--- src/hdl/iee_pkg.sv ---
`default_nettype none

package iee_pkg;

  // ASCII codes of the accepted characters
  localparam logic [7:0] CharPlus  = 8'h2B;
  localparam logic [7:0] CharMinus = 8'h2D;
  localparam logic [7:0] CharStar  = 8'h2A;
  localparam logic [7:0] CharSlash = 8'h2F;
  localparam logic [7:0] CharZero  = 8'h30;
  localparam logic [7:0] CharNine  = 8'h39;

  // Result status codes
  typedef enum logic [1:0] {
    StOk     = 2'd0,
    StDiv0   = 2'd1,
    StSyntax = 2'd2,
    StOvf    = 2'd3
  } status_e;

  // Pending product operation
  typedef enum logic [1:0] {
    PopNone = 2'd0,
    PopMul  = 2'd1,
    PopDiv  = 2'd2
  } prod_op_e;

  // Commands from controller to datapath
  typedef struct packed {
    logic load;
    logic digit;
    logic syntax;
    logic opnd_int;
    logic opnd_ovf;
    logic div_zero;
    logic mul_start;
    logic mul_step;
    logic mul_end;
    logic div_start;
    logic div_step;
    logic div_end;
    logic set_prod;
    logic set_expect;
    logic term_add;
    logic term_mid;
    logic out_load;
  } cmd_t;

  // Status from datapath to controller
  typedef struct packed {
    logic     err;
    logic     is_digit;
    logic     is_op;
    logic     is_prod;
    logic     need_opnd;
    logic     last;
    logic     opnd_big;
    logic     opnd_zero;
    prod_op_e pop;
    logic     mul_done;
    logic     div_done;
    logic     out_free;
  } stat_t;

endpackage

`default_nettype wire

--- src/hdl/iee_dp.sv ---
`default_nettype none

module iee_dp #(
  parameter int VALUE_WIDTH   = 64,
  parameter int FRAC_BITS     = 32,
  parameter int OPERAND_WIDTH = 32
) (
  input  wire                     clk_i,
  input  wire                     rst_ni,
  input  wire  [7:0]              character_i,
  input  wire                     last_i,
  input  iee_pkg::cmd_t           cmd_i,
  output iee_pkg::stat_t          stat_o,
  output logic                    out_valid_o,
  input  wire                     out_stall_i,
  output logic [VALUE_WIDTH-1:0]  value_o,
  output logic [1:0]              status_o
);
  import iee_pkg::*;

  localparam int VW = VALUE_WIDTH;
  localparam int OW = OPERAND_WIDTH;
  localparam int PW = VW + OW + 1;
  localparam int CW = $clog2(VW + 1);
  localparam int NShift = (VW - 1 - FRAC_BITS > 0) ? (VW - 1 - FRAC_BITS) : 0;

  logic [7:0]    char_q, char_d;
  logic          last_q, last_d;
  logic [OW-1:0] accum_q, accum_d;
  logic [VW-1:0] term_q, term_d;
  logic [VW-1:0] sum_q, sum_d;
  prod_op_e      pop_q, pop_d;
  logic          sign_q, sign_d;
  logic          expect_q, expect_d;
  status_e       err_q, err_d;
  logic [CW-1:0] cnt_q, cnt_d;
  logic [PW-1:0] acc_q, acc_d;
  logic [PW-1:0] mcand_q, mcand_d;
  logic [OW-1:0] mplr_q, mplr_d;
  logic [VW-1:0] dvd_q, dvd_d;
  logic [OW-1:0] rem_q, rem_d;
  logic          neg_q, neg_d;
  logic          ovalid_q, ovalid_d;
  logic [VW-1:0] value_q, value_d;
  status_e       status_q, status_d;

  logic [OW+3:0] a10;
  logic [OW:0]   trial;
  logic [OW:0]   diff;
  logic          ge;
  logic [VW:0]   sx, tx, sres;
  logic          is_plus, is_minus, is_star, is_slash;

  // Decode the held word
  assign is_plus  = (char_q == CharPlus);
  assign is_minus = (char_q == CharMinus);
  assign is_star  = (char_q == CharStar);
  assign is_slash = (char_q == CharSlash);

  // Arithmetic helpers
  assign a10   = ({4'b0, accum_q} << 3) + ({4'b0, accum_q} << 1)
               + (OW+4)'(char_q[3:0]);
  assign trial = {rem_q, dvd_q[VW-1]};
  assign diff  = trial - {1'b0, accum_q};
  assign ge    = (trial >= {1'b0, accum_q});
  assign sx    = {sum_q[VW-1], sum_q};
  assign tx    = {term_q[VW-1], term_q};
  assign sres  = sign_q ? (sx - tx) : (sx + tx);

  // Report status
  always_comb begin
    stat_o.err       = (err_q != StOk);
    stat_o.is_digit  = (char_q >= CharZero) && (char_q <= CharNine);
    stat_o.is_op     = is_plus || is_minus || is_star || is_slash;
    stat_o.is_prod   = is_star || is_slash;
    stat_o.need_opnd = expect_q;
    stat_o.last      = last_q;
    stat_o.opnd_big  = ((accum_q >> NShift) != '0);
    stat_o.opnd_zero = (accum_q == '0);
    stat_o.pop       = pop_q;
    stat_o.mul_done  = (cnt_q == CW'(OW));
    stat_o.div_done  = (cnt_q == CW'(VW));
    stat_o.out_free  = !ovalid_q || !out_stall_i;
  end

  // Next state of the datapath
  always_comb begin
    char_d   = char_q;
    last_d   = last_q;
    accum_d  = accum_q;
    term_d   = term_q;
    sum_d    = sum_q;
    pop_d    = pop_q;
    sign_d   = sign_q;
    expect_d = expect_q;
    err_d    = err_q;
    cnt_d    = cnt_q;
    acc_d    = acc_q;
    mcand_d  = mcand_q;
    mplr_d   = mplr_q;
    dvd_d    = dvd_q;
    rem_d    = rem_q;
    neg_d    = neg_q;
    ovalid_d = ovalid_q && out_stall_i;
    value_d  = value_q;
    status_d = status_q;

    if (cmd_i.load) begin
      char_d = character_i;
      last_d = last_i;
    end
    // Accumulate one decimal digit
    if (cmd_i.digit) begin
      if (a10[OW+3:OW] != 4'b0) begin
        err_d = StOvf;
      end else begin
        accum_d = a10[OW-1:0];
      end
      expect_d = 1'b0;
    end
    if (cmd_i.syntax)   err_d = StSyntax;
    if (cmd_i.opnd_ovf) err_d = StOvf;
    if (cmd_i.div_zero) err_d = StDiv0;
    // Operand starts a fresh term
    if (cmd_i.opnd_int) begin
      term_d  = VW'(accum_q) << FRAC_BITS;
      accum_d = '0;
    end
    // Shift-add multiply, one multiplier bit a cycle
    if (cmd_i.mul_start) begin
      acc_d   = '0;
      mcand_d = {{(PW-VW){term_q[VW-1]}}, term_q};
      mplr_d  = accum_q;
      cnt_d   = '0;
    end
    if (cmd_i.mul_step) begin
      if (mplr_q[0]) acc_d = acc_q + mcand_q;
      mcand_d = mcand_q << 1;
      mplr_d  = mplr_q >> 1;
      cnt_d   = cnt_q + CW'(1);
    end
    if (cmd_i.mul_end) begin
      if ((&acc_q[PW-1:VW-1]) || !(|acc_q[PW-1:VW-1])) begin
        term_d  = acc_q[VW-1:0];
        accum_d = '0;
      end else begin
        err_d = StOvf;
      end
    end
    // Restoring divide on magnitudes, one quotient bit a cycle
    if (cmd_i.div_start) begin
      neg_d = term_q[VW-1];
      dvd_d = term_q[VW-1] ? (-term_q) : term_q;
      rem_d = '0;
      cnt_d = '0;
    end
    if (cmd_i.div_step) begin
      rem_d = ge ? diff[OW-1:0] : trial[OW-1:0];
      dvd_d = {dvd_q[VW-2:0], ge};
      cnt_d = cnt_q + CW'(1);
    end
    if (cmd_i.div_end) begin
      term_d  = neg_q ? (-dvd_q) : dvd_q;
      accum_d = '0;
    end
    if (cmd_i.set_prod)   pop_d = is_star ? PopMul : PopDiv;
    if (cmd_i.set_expect) expect_d = 1'b1;
    // Fold the term into the sum
    if (cmd_i.term_add) begin
      if (sres[VW] != sres[VW-1]) begin
        err_d = StOvf;
      end else begin
        sum_d  = sres[VW-1:0];
        term_d = '0;
      end
    end
    if (cmd_i.term_mid) begin
      pop_d    = PopNone;
      sign_d   = is_minus;
      expect_d = 1'b1;
    end
    // Hand over the result and drop the expression state
    if (cmd_i.out_load) begin
      ovalid_d = 1'b1;
      value_d  = (err_q == StOk) ? sum_q : '0;
      status_d = err_q;
      accum_d  = '0;
      term_d   = '0;
      sum_d    = '0;
      pop_d    = PopNone;
      sign_d   = 1'b0;
      expect_d = 1'b1;
      err_d    = StOk;
    end
  end

  // Control and expression state
  always_ff @(posedge clk_i or negedge rst_ni) begin
    if (!rst_ni) begin
      accum_q  <= '0;
      term_q   <= '0;
      sum_q    <= '0;
      pop_q    <= PopNone;
      sign_q   <= 1'b0;
      expect_q <= 1'b1;
      err_q    <= StOk;
      ovalid_q <= 1'b0;
      cnt_q    <= '0;
    end else begin
      accum_q  <= accum_d;
      term_q   <= term_d;
      sum_q    <= sum_d;
      pop_q    <= pop_d;
      sign_q   <= sign_d;
      expect_q <= expect_d;
      err_q    <= err_d;
      ovalid_q <= ovalid_d;
      cnt_q    <= cnt_d;
    end
  end

  // Payload registers
  always_ff @(posedge clk_i) begin
    char_q   <= char_d;
    last_q   <= last_d;
    acc_q    <= acc_d;
    mcand_q  <= mcand_d;
    mplr_q   <= mplr_d;
    dvd_q    <= dvd_d;
    rem_q    <= rem_d;
    neg_q    <= neg_d;
    value_q  <= value_d;
    status_q <= status_d;
  end

  assign out_valid_o = ovalid_q;
  assign value_o     = value_q;
  assign status_o    = status_q;

endmodule

`default_nettype wire

--- src/hdl/iee_ctrl.sv ---
`default_nettype none

module iee_ctrl (
  input  wire             clk_i,
  input  wire             rst_ni,
  input  wire             in_valid_i,
  output logic            in_stall_o,
  input  iee_pkg::stat_t  stat_i,
  output iee_pkg::cmd_t   cmd_o
);
  import iee_pkg::*;

  typedef enum logic [8:0] {
    SIdle   = 9'b000000001,
    SDecode = 9'b000000010,
    SOpnd   = 9'b000000100,
    SMul    = 9'b000001000,
    SDiv    = 9'b000010000,
    SPost   = 9'b000100000,
    STerm   = 9'b001000000,
    SEnd    = 9'b010000000,
    SLoad   = 9'b100000000
  } state_e;

  state_e state_q, state_d;
  logic   fin_q, fin_d;

  // Sequence one word through the datapath
  always_comb begin
    state_d = state_q;
    fin_d   = fin_q;
    cmd_o   = '0;
    case (state_q)
      SIdle: begin
        if (in_valid_i) begin
          cmd_o.load = 1'b1;
          fin_d      = 1'b0;
          state_d    = SDecode;
        end
      end
      SDecode: begin
        state_d = SEnd;
        if (!stat_i.err) begin
          if (stat_i.is_digit) begin
            cmd_o.digit = 1'b1;
          end else if (stat_i.is_op) begin
            if (stat_i.need_opnd) cmd_o.syntax = 1'b1;
            else state_d = SOpnd;
          end else begin
            cmd_o.syntax = 1'b1;
          end
        end
      end
      SOpnd: begin
        state_d = SPost;
        if (stat_i.opnd_big) begin
          cmd_o.opnd_ovf = 1'b1;
        end else begin
          case (stat_i.pop)
            PopMul: begin
              cmd_o.mul_start = 1'b1;
              state_d         = SMul;
            end
            PopDiv: begin
              if (stat_i.opnd_zero) begin
                cmd_o.div_zero = 1'b1;
              end else begin
                cmd_o.div_start = 1'b1;
                state_d         = SDiv;
              end
            end
            default: cmd_o.opnd_int = 1'b1;
          endcase
        end
      end
      SMul: begin
        if (stat_i.mul_done) begin
          cmd_o.mul_end = 1'b1;
          state_d       = SPost;
        end else begin
          cmd_o.mul_step = 1'b1;
        end
      end
      SDiv: begin
        if (stat_i.div_done) begin
          cmd_o.div_end = 1'b1;
          state_d       = SPost;
        end else begin
          cmd_o.div_step = 1'b1;
        end
      end
      SPost: begin
        if (fin_q) begin
          state_d = stat_i.err ? SLoad : STerm;
        end else if (stat_i.err) begin
          cmd_o.set_expect = 1'b1;
          state_d          = SEnd;
        end else if (stat_i.is_prod) begin
          cmd_o.set_prod   = 1'b1;
          cmd_o.set_expect = 1'b1;
          state_d          = SEnd;
        end else begin
          state_d = STerm;
        end
      end
      STerm: begin
        cmd_o.term_add = 1'b1;
        cmd_o.term_mid = !fin_q;
        state_d        = fin_q ? SLoad : SEnd;
      end
      SEnd: begin
        if (!stat_i.last) begin
          state_d = SIdle;
        end else if (stat_i.err) begin
          state_d = SLoad;
        end else if (stat_i.need_opnd) begin
          cmd_o.syntax = 1'b1;
          state_d      = SLoad;
        end else begin
          fin_d   = 1'b1;
          state_d = SOpnd;
        end
      end
      SLoad: begin
        if (stat_i.out_free) begin
          cmd_o.out_load = 1'b1;
          state_d        = SIdle;
        end
      end
      default: state_d = SIdle;
    endcase
  end

  always_ff @(posedge clk_i or negedge rst_ni) begin
    if (!rst_ni) begin
      state_q <= SIdle;
      fin_q   <= 1'b0;
    end else begin
      state_q <= state_d;
      fin_q   <= fin_d;
    end
  end

  assign in_stall_o = (state_q != SIdle);

endmodule

`default_nettype wire

--- src/hdl/infix_expression_evaluator.sv ---
// Channel  Handshake                 Word
// in       in_valid_i / in_stall_o   character_i, last_i
// out      out_valid_o / out_stall_i value_o, status_o
//
// A digit or a bad character is only decoded; an operator closing an
// operand also folds that operand into the term, through a multiply
// (shift-add unit) or a divide (restoring divider) where one is pending.
// The last word adds the closing of its operand and term and the load of the result.
// Reset clears the expression state and empties the output register.
// A stalled result holds in the output register; the next expression is
// taken meanwhile, and only its own result waits for the register.
`default_nettype none

module infix_expression_evaluator #(
  parameter int VALUE_WIDTH   = 64,
  parameter int FRAC_BITS     = 32,
  parameter int OPERAND_WIDTH = 32
) (
  input  wire                     clk_i,
  input  wire                     rst_ni,
  input  wire                     in_valid_i,
  output logic                    in_stall_o,
  input  wire  [7:0]              character_i,
  input  wire                     last_i,
  output logic                    out_valid_o,
  input  wire                     out_stall_i,
  output logic [VALUE_WIDTH-1:0]  value_o,
  output logic [1:0]              status_o
);
  import iee_pkg::*;

  cmd_t  cmd;
  stat_t stat;

  iee_ctrl u_ctrl (
    .clk_i      (clk_i),
    .rst_ni     (rst_ni),
    .in_valid_i (in_valid_i),
    .in_stall_o (in_stall_o),
    .stat_i     (stat),
    .cmd_o      (cmd)
  );

  iee_dp #(
    .VALUE_WIDTH   (VALUE_WIDTH),
    .FRAC_BITS     (FRAC_BITS),
    .OPERAND_WIDTH (OPERAND_WIDTH)
  ) u_dp (
    .clk_i       (clk_i),
    .rst_ni      (rst_ni),
    .character_i (character_i),
    .last_i      (last_i),
    .cmd_i       (cmd),
    .stat_o      (stat),
    .out_valid_o (out_valid_o),
    .out_stall_i (out_stall_i),
    .value_o     (value_o),
    .status_o    (status_o)
  );

  // A failed expression carries a zero value
  a_err_zero : assert property (@(posedge clk_i) disable iff (!rst_ni)
    (out_valid_o && (status_o != StOk)) |-> (value_o == '0))
    else $error("nonzero value with error status");

  // Each word passes through decode before the next is taken
  a_one_word : assert property (@(posedge clk_i) disable iff (!rst_ni)
    (in_valid_i && !in_stall_o) |=> in_stall_o)
    else $error("second word taken straight after the first");

  // Hold a stalled result word
  a_out_hold : assert property (@(posedge clk_i) disable iff (!rst_ni)
    (out_valid_o && out_stall_i) |=>
      (out_valid_o && $stable(value_o) && $stable(status_o)))
    else $error("stalled result word changed or dropped");

endmodule

`default_nettype wire

--- config.mk ---
export PLATFORM = sky130hd
export DESIGN_NAME = infix_expression_evaluator
export DESIGN_NICKNAME = d
export VERILOG_FILES = /design/src/hdl/iee_pkg.sv /design/src/hdl/iee_dp.sv /design/src/hdl/iee_ctrl.sv /design/src/hdl/infix_expression_evaluator.sv
export SDC_FILE = /design/constraint.sdc
export NUM_CORES = 2
export LEC_CHECK = 0
export BUFFER_PORTS_ARGS = -buffer_cell sky130_fd_sc_hd__buf_4
export CAP_MARGIN = 20
export CORE_MARGIN = 2
export CORE_UTILIZATION = 55
export CTS_CLUSTER_DIAMETER = 80
export DETAILED_ROUTE_END_ITERATION = 8
export GPL_TIMING_DRIVEN = 1
export PLACE_DENSITY_LB_ADDON = 0.3
export SLEW_MARGIN = 15
export SYNTH_ARGS = -nofsm -noshare
export SYNTH_HDL_FRONTEND = slang
export SYNTH_SLANG_ARGS = --single-unit
--- constraint.sdc ---
create_clock -name clk_i -period 18.5 [get_ports clk_i]
set_input_delay 2.775 -clock clk_i [delete_from_list [all_inputs] [get_ports clk_i]]
set_output_delay 2.775 -clock clk_i [all_outputs]
set_load 0.02 [all_outputs]
==> run summary <==
• post-synthesis net count: 4892
• die outline area: 0.0757 mm2
• count of standard-cell rows: 99
• worst relative slew slack: 26.6%
• critical path class: flip-flop to flip-flop
• Final Net Count: 4769
• buffer depth of the longest clock path: 3
• router iterations before antenna repair: 6
• fraction of final layout cells sized beyond drive strength 1: 5.83%
• flop and latch count out of synthesis: 582
• total length of routed wires: 111 mm
• number of hold buffers added after CTS: 0
• result of the run: finished, final reports clean
• maximum vdd drop: 0.0000807 V
• Synth Area per Inst: 8.77 um2
• max-cap viol count: 0
• crit path DAT: 8.36 ns
• cell count after synthesis: 4612
• Inserted Clock Buffers: 68
• Max Transition Viols Final: 0
• initial drt markers: 3851
• maximum number of pins on one net before global-route repair: 96
• number of global-route vias before repair: 31500
• maximum fanout along the worst path: 68
• sequential-to-total area share from yosys stat: 38.5%
• number of top-level design ports: 81
• footprint of the multi-input gates: 0.0233 mm2
• combined area of all synthesized cells: 0.0404 mm2
• per-cell via count in the routed design: 6.26
• Worst-Margin Slew: 1.10 ns
• via count: 34500
• Routed WL per cell: 20.2 um
• filler cell count in the final layout: 6255
• clock root buffer: clkbuf_16
• type of the tightest min-delay check: flip-flop to flip-flop
• total number of yosys warnings: 0
• Final TNS setup: 0 ns
• wire length of the first global-routing pass: 173 mm
• crit-path max cell delay: 0.60 ns
• die extent in y: 275 um
• number of enable-type register cells in the synthesized netlist: 299
• unrepaired setup endpoints after global routing: false
• area added between synthesis and finish: 7.97%
• worst-case clock skew: 0.0423 ns
• register area: 0.0156 mm2
• reg2reg setup slack: 10.60 ns
• placeable core area: 0.0728 mm2
• end-of-flow core utilization: 59.9%
• clock-pin slew of the registers on the worst-case setup and hold paths: 0.06 ns
• Final Hold Violating Endpoints: 0
• total number of H-tree levels: 3
• Static Leak: 19.3 nW
• minimum period implied by the final worst setup slack: 7.90 ns
• clock tree from TritonCTS: yes
• most frequent cell on the critical path: or3_1
• Worst Setup Start Kind: flip-flop
• Overflow after GRT: 0
• # clock sinks: 582
• final antenna-violating net count: 0
• count of endpoints failing setup in the final report: 0
• required time at the endpoint of the critical path: 18.95 ns
• clock latency at the later pin of the worst-skew pair: 0.64 ns
• Post-synth top flop: edfxtp_1
• fraction of registers with async set or reset after synthesis: 31.6%
• horizontal die dimension: 275 um
• number of I/O port buffers: 80
• portion of the clock cycle consumed by the worst path in the final layout: 42.7%
• max frequency: 127 MHz
• hpwl dp: 78.6 mm
• number of antenna violations at the first check in global routing: 0
• number of gates resized after cts: 0
• cell with the biggest individual delay on the critical path: buf_4
• starting density of the core: 55.5%
• Netlist cell types: 74
• Setup Buffers After CTS: 0
• total power per unit cell area: 83.4 mW/mm2
• post-detailed-route DRC marker count: 0
• placer congestion estimate: 0.930
• endpoint class of the critical path: flip-flop
• Overall Global Routing Usage: 28.7%
-- state kept, by name, summed over array words and instances, names as in the netlist, 2 cells and up --
signal,flops
u_dp.acc_q,97
u_dp.status_o,2
u_dp.err_q,2
u_dp.mcand_q,97
u_dp.sum_q,64
u_dp.cnt_q,7
u_dp.term_q,64
u_dp.char_q,8
u_dp.dvd_q,64
u_dp.accum_q,32
u_dp.pop_q,2
u_dp.value_o,64
u_ctrl.state_q,9
u_dp.rem_q,32
u_dp.mplr_q,32
-- cell usage after synthesis (44+ instances only) --
cell type | instances | share of area, %
a22o_1 | 65 | 1.4
a21o_1 | 192 | 3.6
o21ai_0 | 344 | 4.3
clkbuf_1 | 263 | 2.4
dfrtp_1 | 182 | 11
nand4_1 | 83 | 1.3
nand3_1 | 115 | 1.4
nand2b_1 | 44 | 0.68
xor2_1 | 165 | 3.6
edfxtp_1 | 299 | 22
nand2_1 | 448 | 4.2
ha_1 | 262 | 8.1
and2_1 | 85 | 1.3
a21oi_1 | 416 | 5.1
nor3_1 | 66 | 0.82
mux2i_1 | 66 | 1.6
and3_1 | 61 | 0.94
xnor2_1 | 223 | 4.8
nor2_1 | 406 | 3.8
dfxtp_1 | 99 | 4.9
a211oi_1 | 85 | 1.6
inv_1 | 117 | 1.1
o21bai_1 | 49 | 0.91
-- metrics by stage --
step | setup slack (ns) | power (mW) | std cells | hold slack, ns | cell area, um2
floorplan | 12.01 | 2.08 | 4612 | 0.446 | 40400
global placement | 10.82 | 2.27 | 5377 | 0.461 | 41400
detailed placement | 10.74 | 2.27 | 5377 | 0.469 | 41400
CTS | 10.67 | 3.64 | 5503 | 0.477 | 43600
global route | 9.97 | 3.80 | 5504 | 0.499 | 43700
finish | 10.60 | 3.64 | 5505 | 0.477 | 43700
-- worst paths after layout --
kind / endpoint / startpoint / cells after the start
hold / removal: u_dp.acc_q[4] / u_dp.acc_q[4] / 2
setup / recovery: u_dp.term_q[2] / u_dp.term_q[2] / 29
max in group asynchronous: u_dp.sum_q[13] / rst_ni / 2
min in group asynchronous: u_dp.accum_q[10] / rst_ni / 1
hold reg to reg: u_dp.acc_q[4] / u_dp.acc_q[4] / 2
setup reg to reg: u_dp.term_q[2] / u_dp.term_q[2] / 29
-- cell families after synthesis --
family / share of synthesized area (%)
fa+ha+maj: 8.35
xor+xnor: 8.40
mux: 1.72
buf+inv: 4.03
compound gates: 21.1
flops: 38.5
simple gates: 17.9
-- power by group --
| part | switching, mW | internal, mW | total, mW |
|---|---|---|---|
| clock | 0.572 | 0.806 | 1.38 |
| combinational | 0.437 | 0.308 | 0.745 |
| sequential | 0.0876 | 1.43 | 1.52 |
| total | 1.10 | 2.55 | 3.64 |
-- cell type report --
cell class | instances | share of cell area [%]
Inverter | 118 | 1.02
Sequential cell | 582 | 35.7
Clock buffer | 98 | 4.53
Clock inverter | 28 | 0.656
Multi-Input combinational cell | 3607 | 53.4
Timing Repair Buffer | 112 | 1.97
Antenna cell | 1 | 0.00573
Tap cell | 959 | 2.75
-- worst max-delay path: cells and delay by family, from the launching register on --
| family | cells | cell delay (ns) |
|---|---|---|
| DFF | 1 | 0.45 |
| adders and majority gates | 1 | 0.38 |
| and+or+nand+nor | 15 | 3.57 |
| xor gates and xnor gates | 3 | 0.56 |
| buffers and inverters | 3 | 1.19 |
| AOI/OAI and AO/OA | 7 | 1.47 |
-- layout by cell type (no fill, tap or decap), types with 85 or more instances in the layout --
cell type	netlist	final
a211oi_1	85	85
a21o_1	192	192
a21oi_1	416	415
buf_4	0	110
dfrtp_1	182	180
dfxtp_1	99	99
edfxtp_1	299	299
ha_1	262	262
inv_1	117	117
nand2_1	448	440
nand3_1	115	114
nor2_1	406	404
o21ai_0	344	343
xnor2_1	223	223
xor2_1	165	165
-- routing by layer --
metal  global-route usage (%)  vias to the layer above  part of all wire, %
li1                         -                    16500                    -
met1                     42.7                    16400                   46
met2                     42.9                     1362                   43
met3                     4.70                      165                  8.2
met4                     7.75                        0                  2.4
met5                        0                        -                    0
Note: power is estimated with default switching activity, not from simulation.
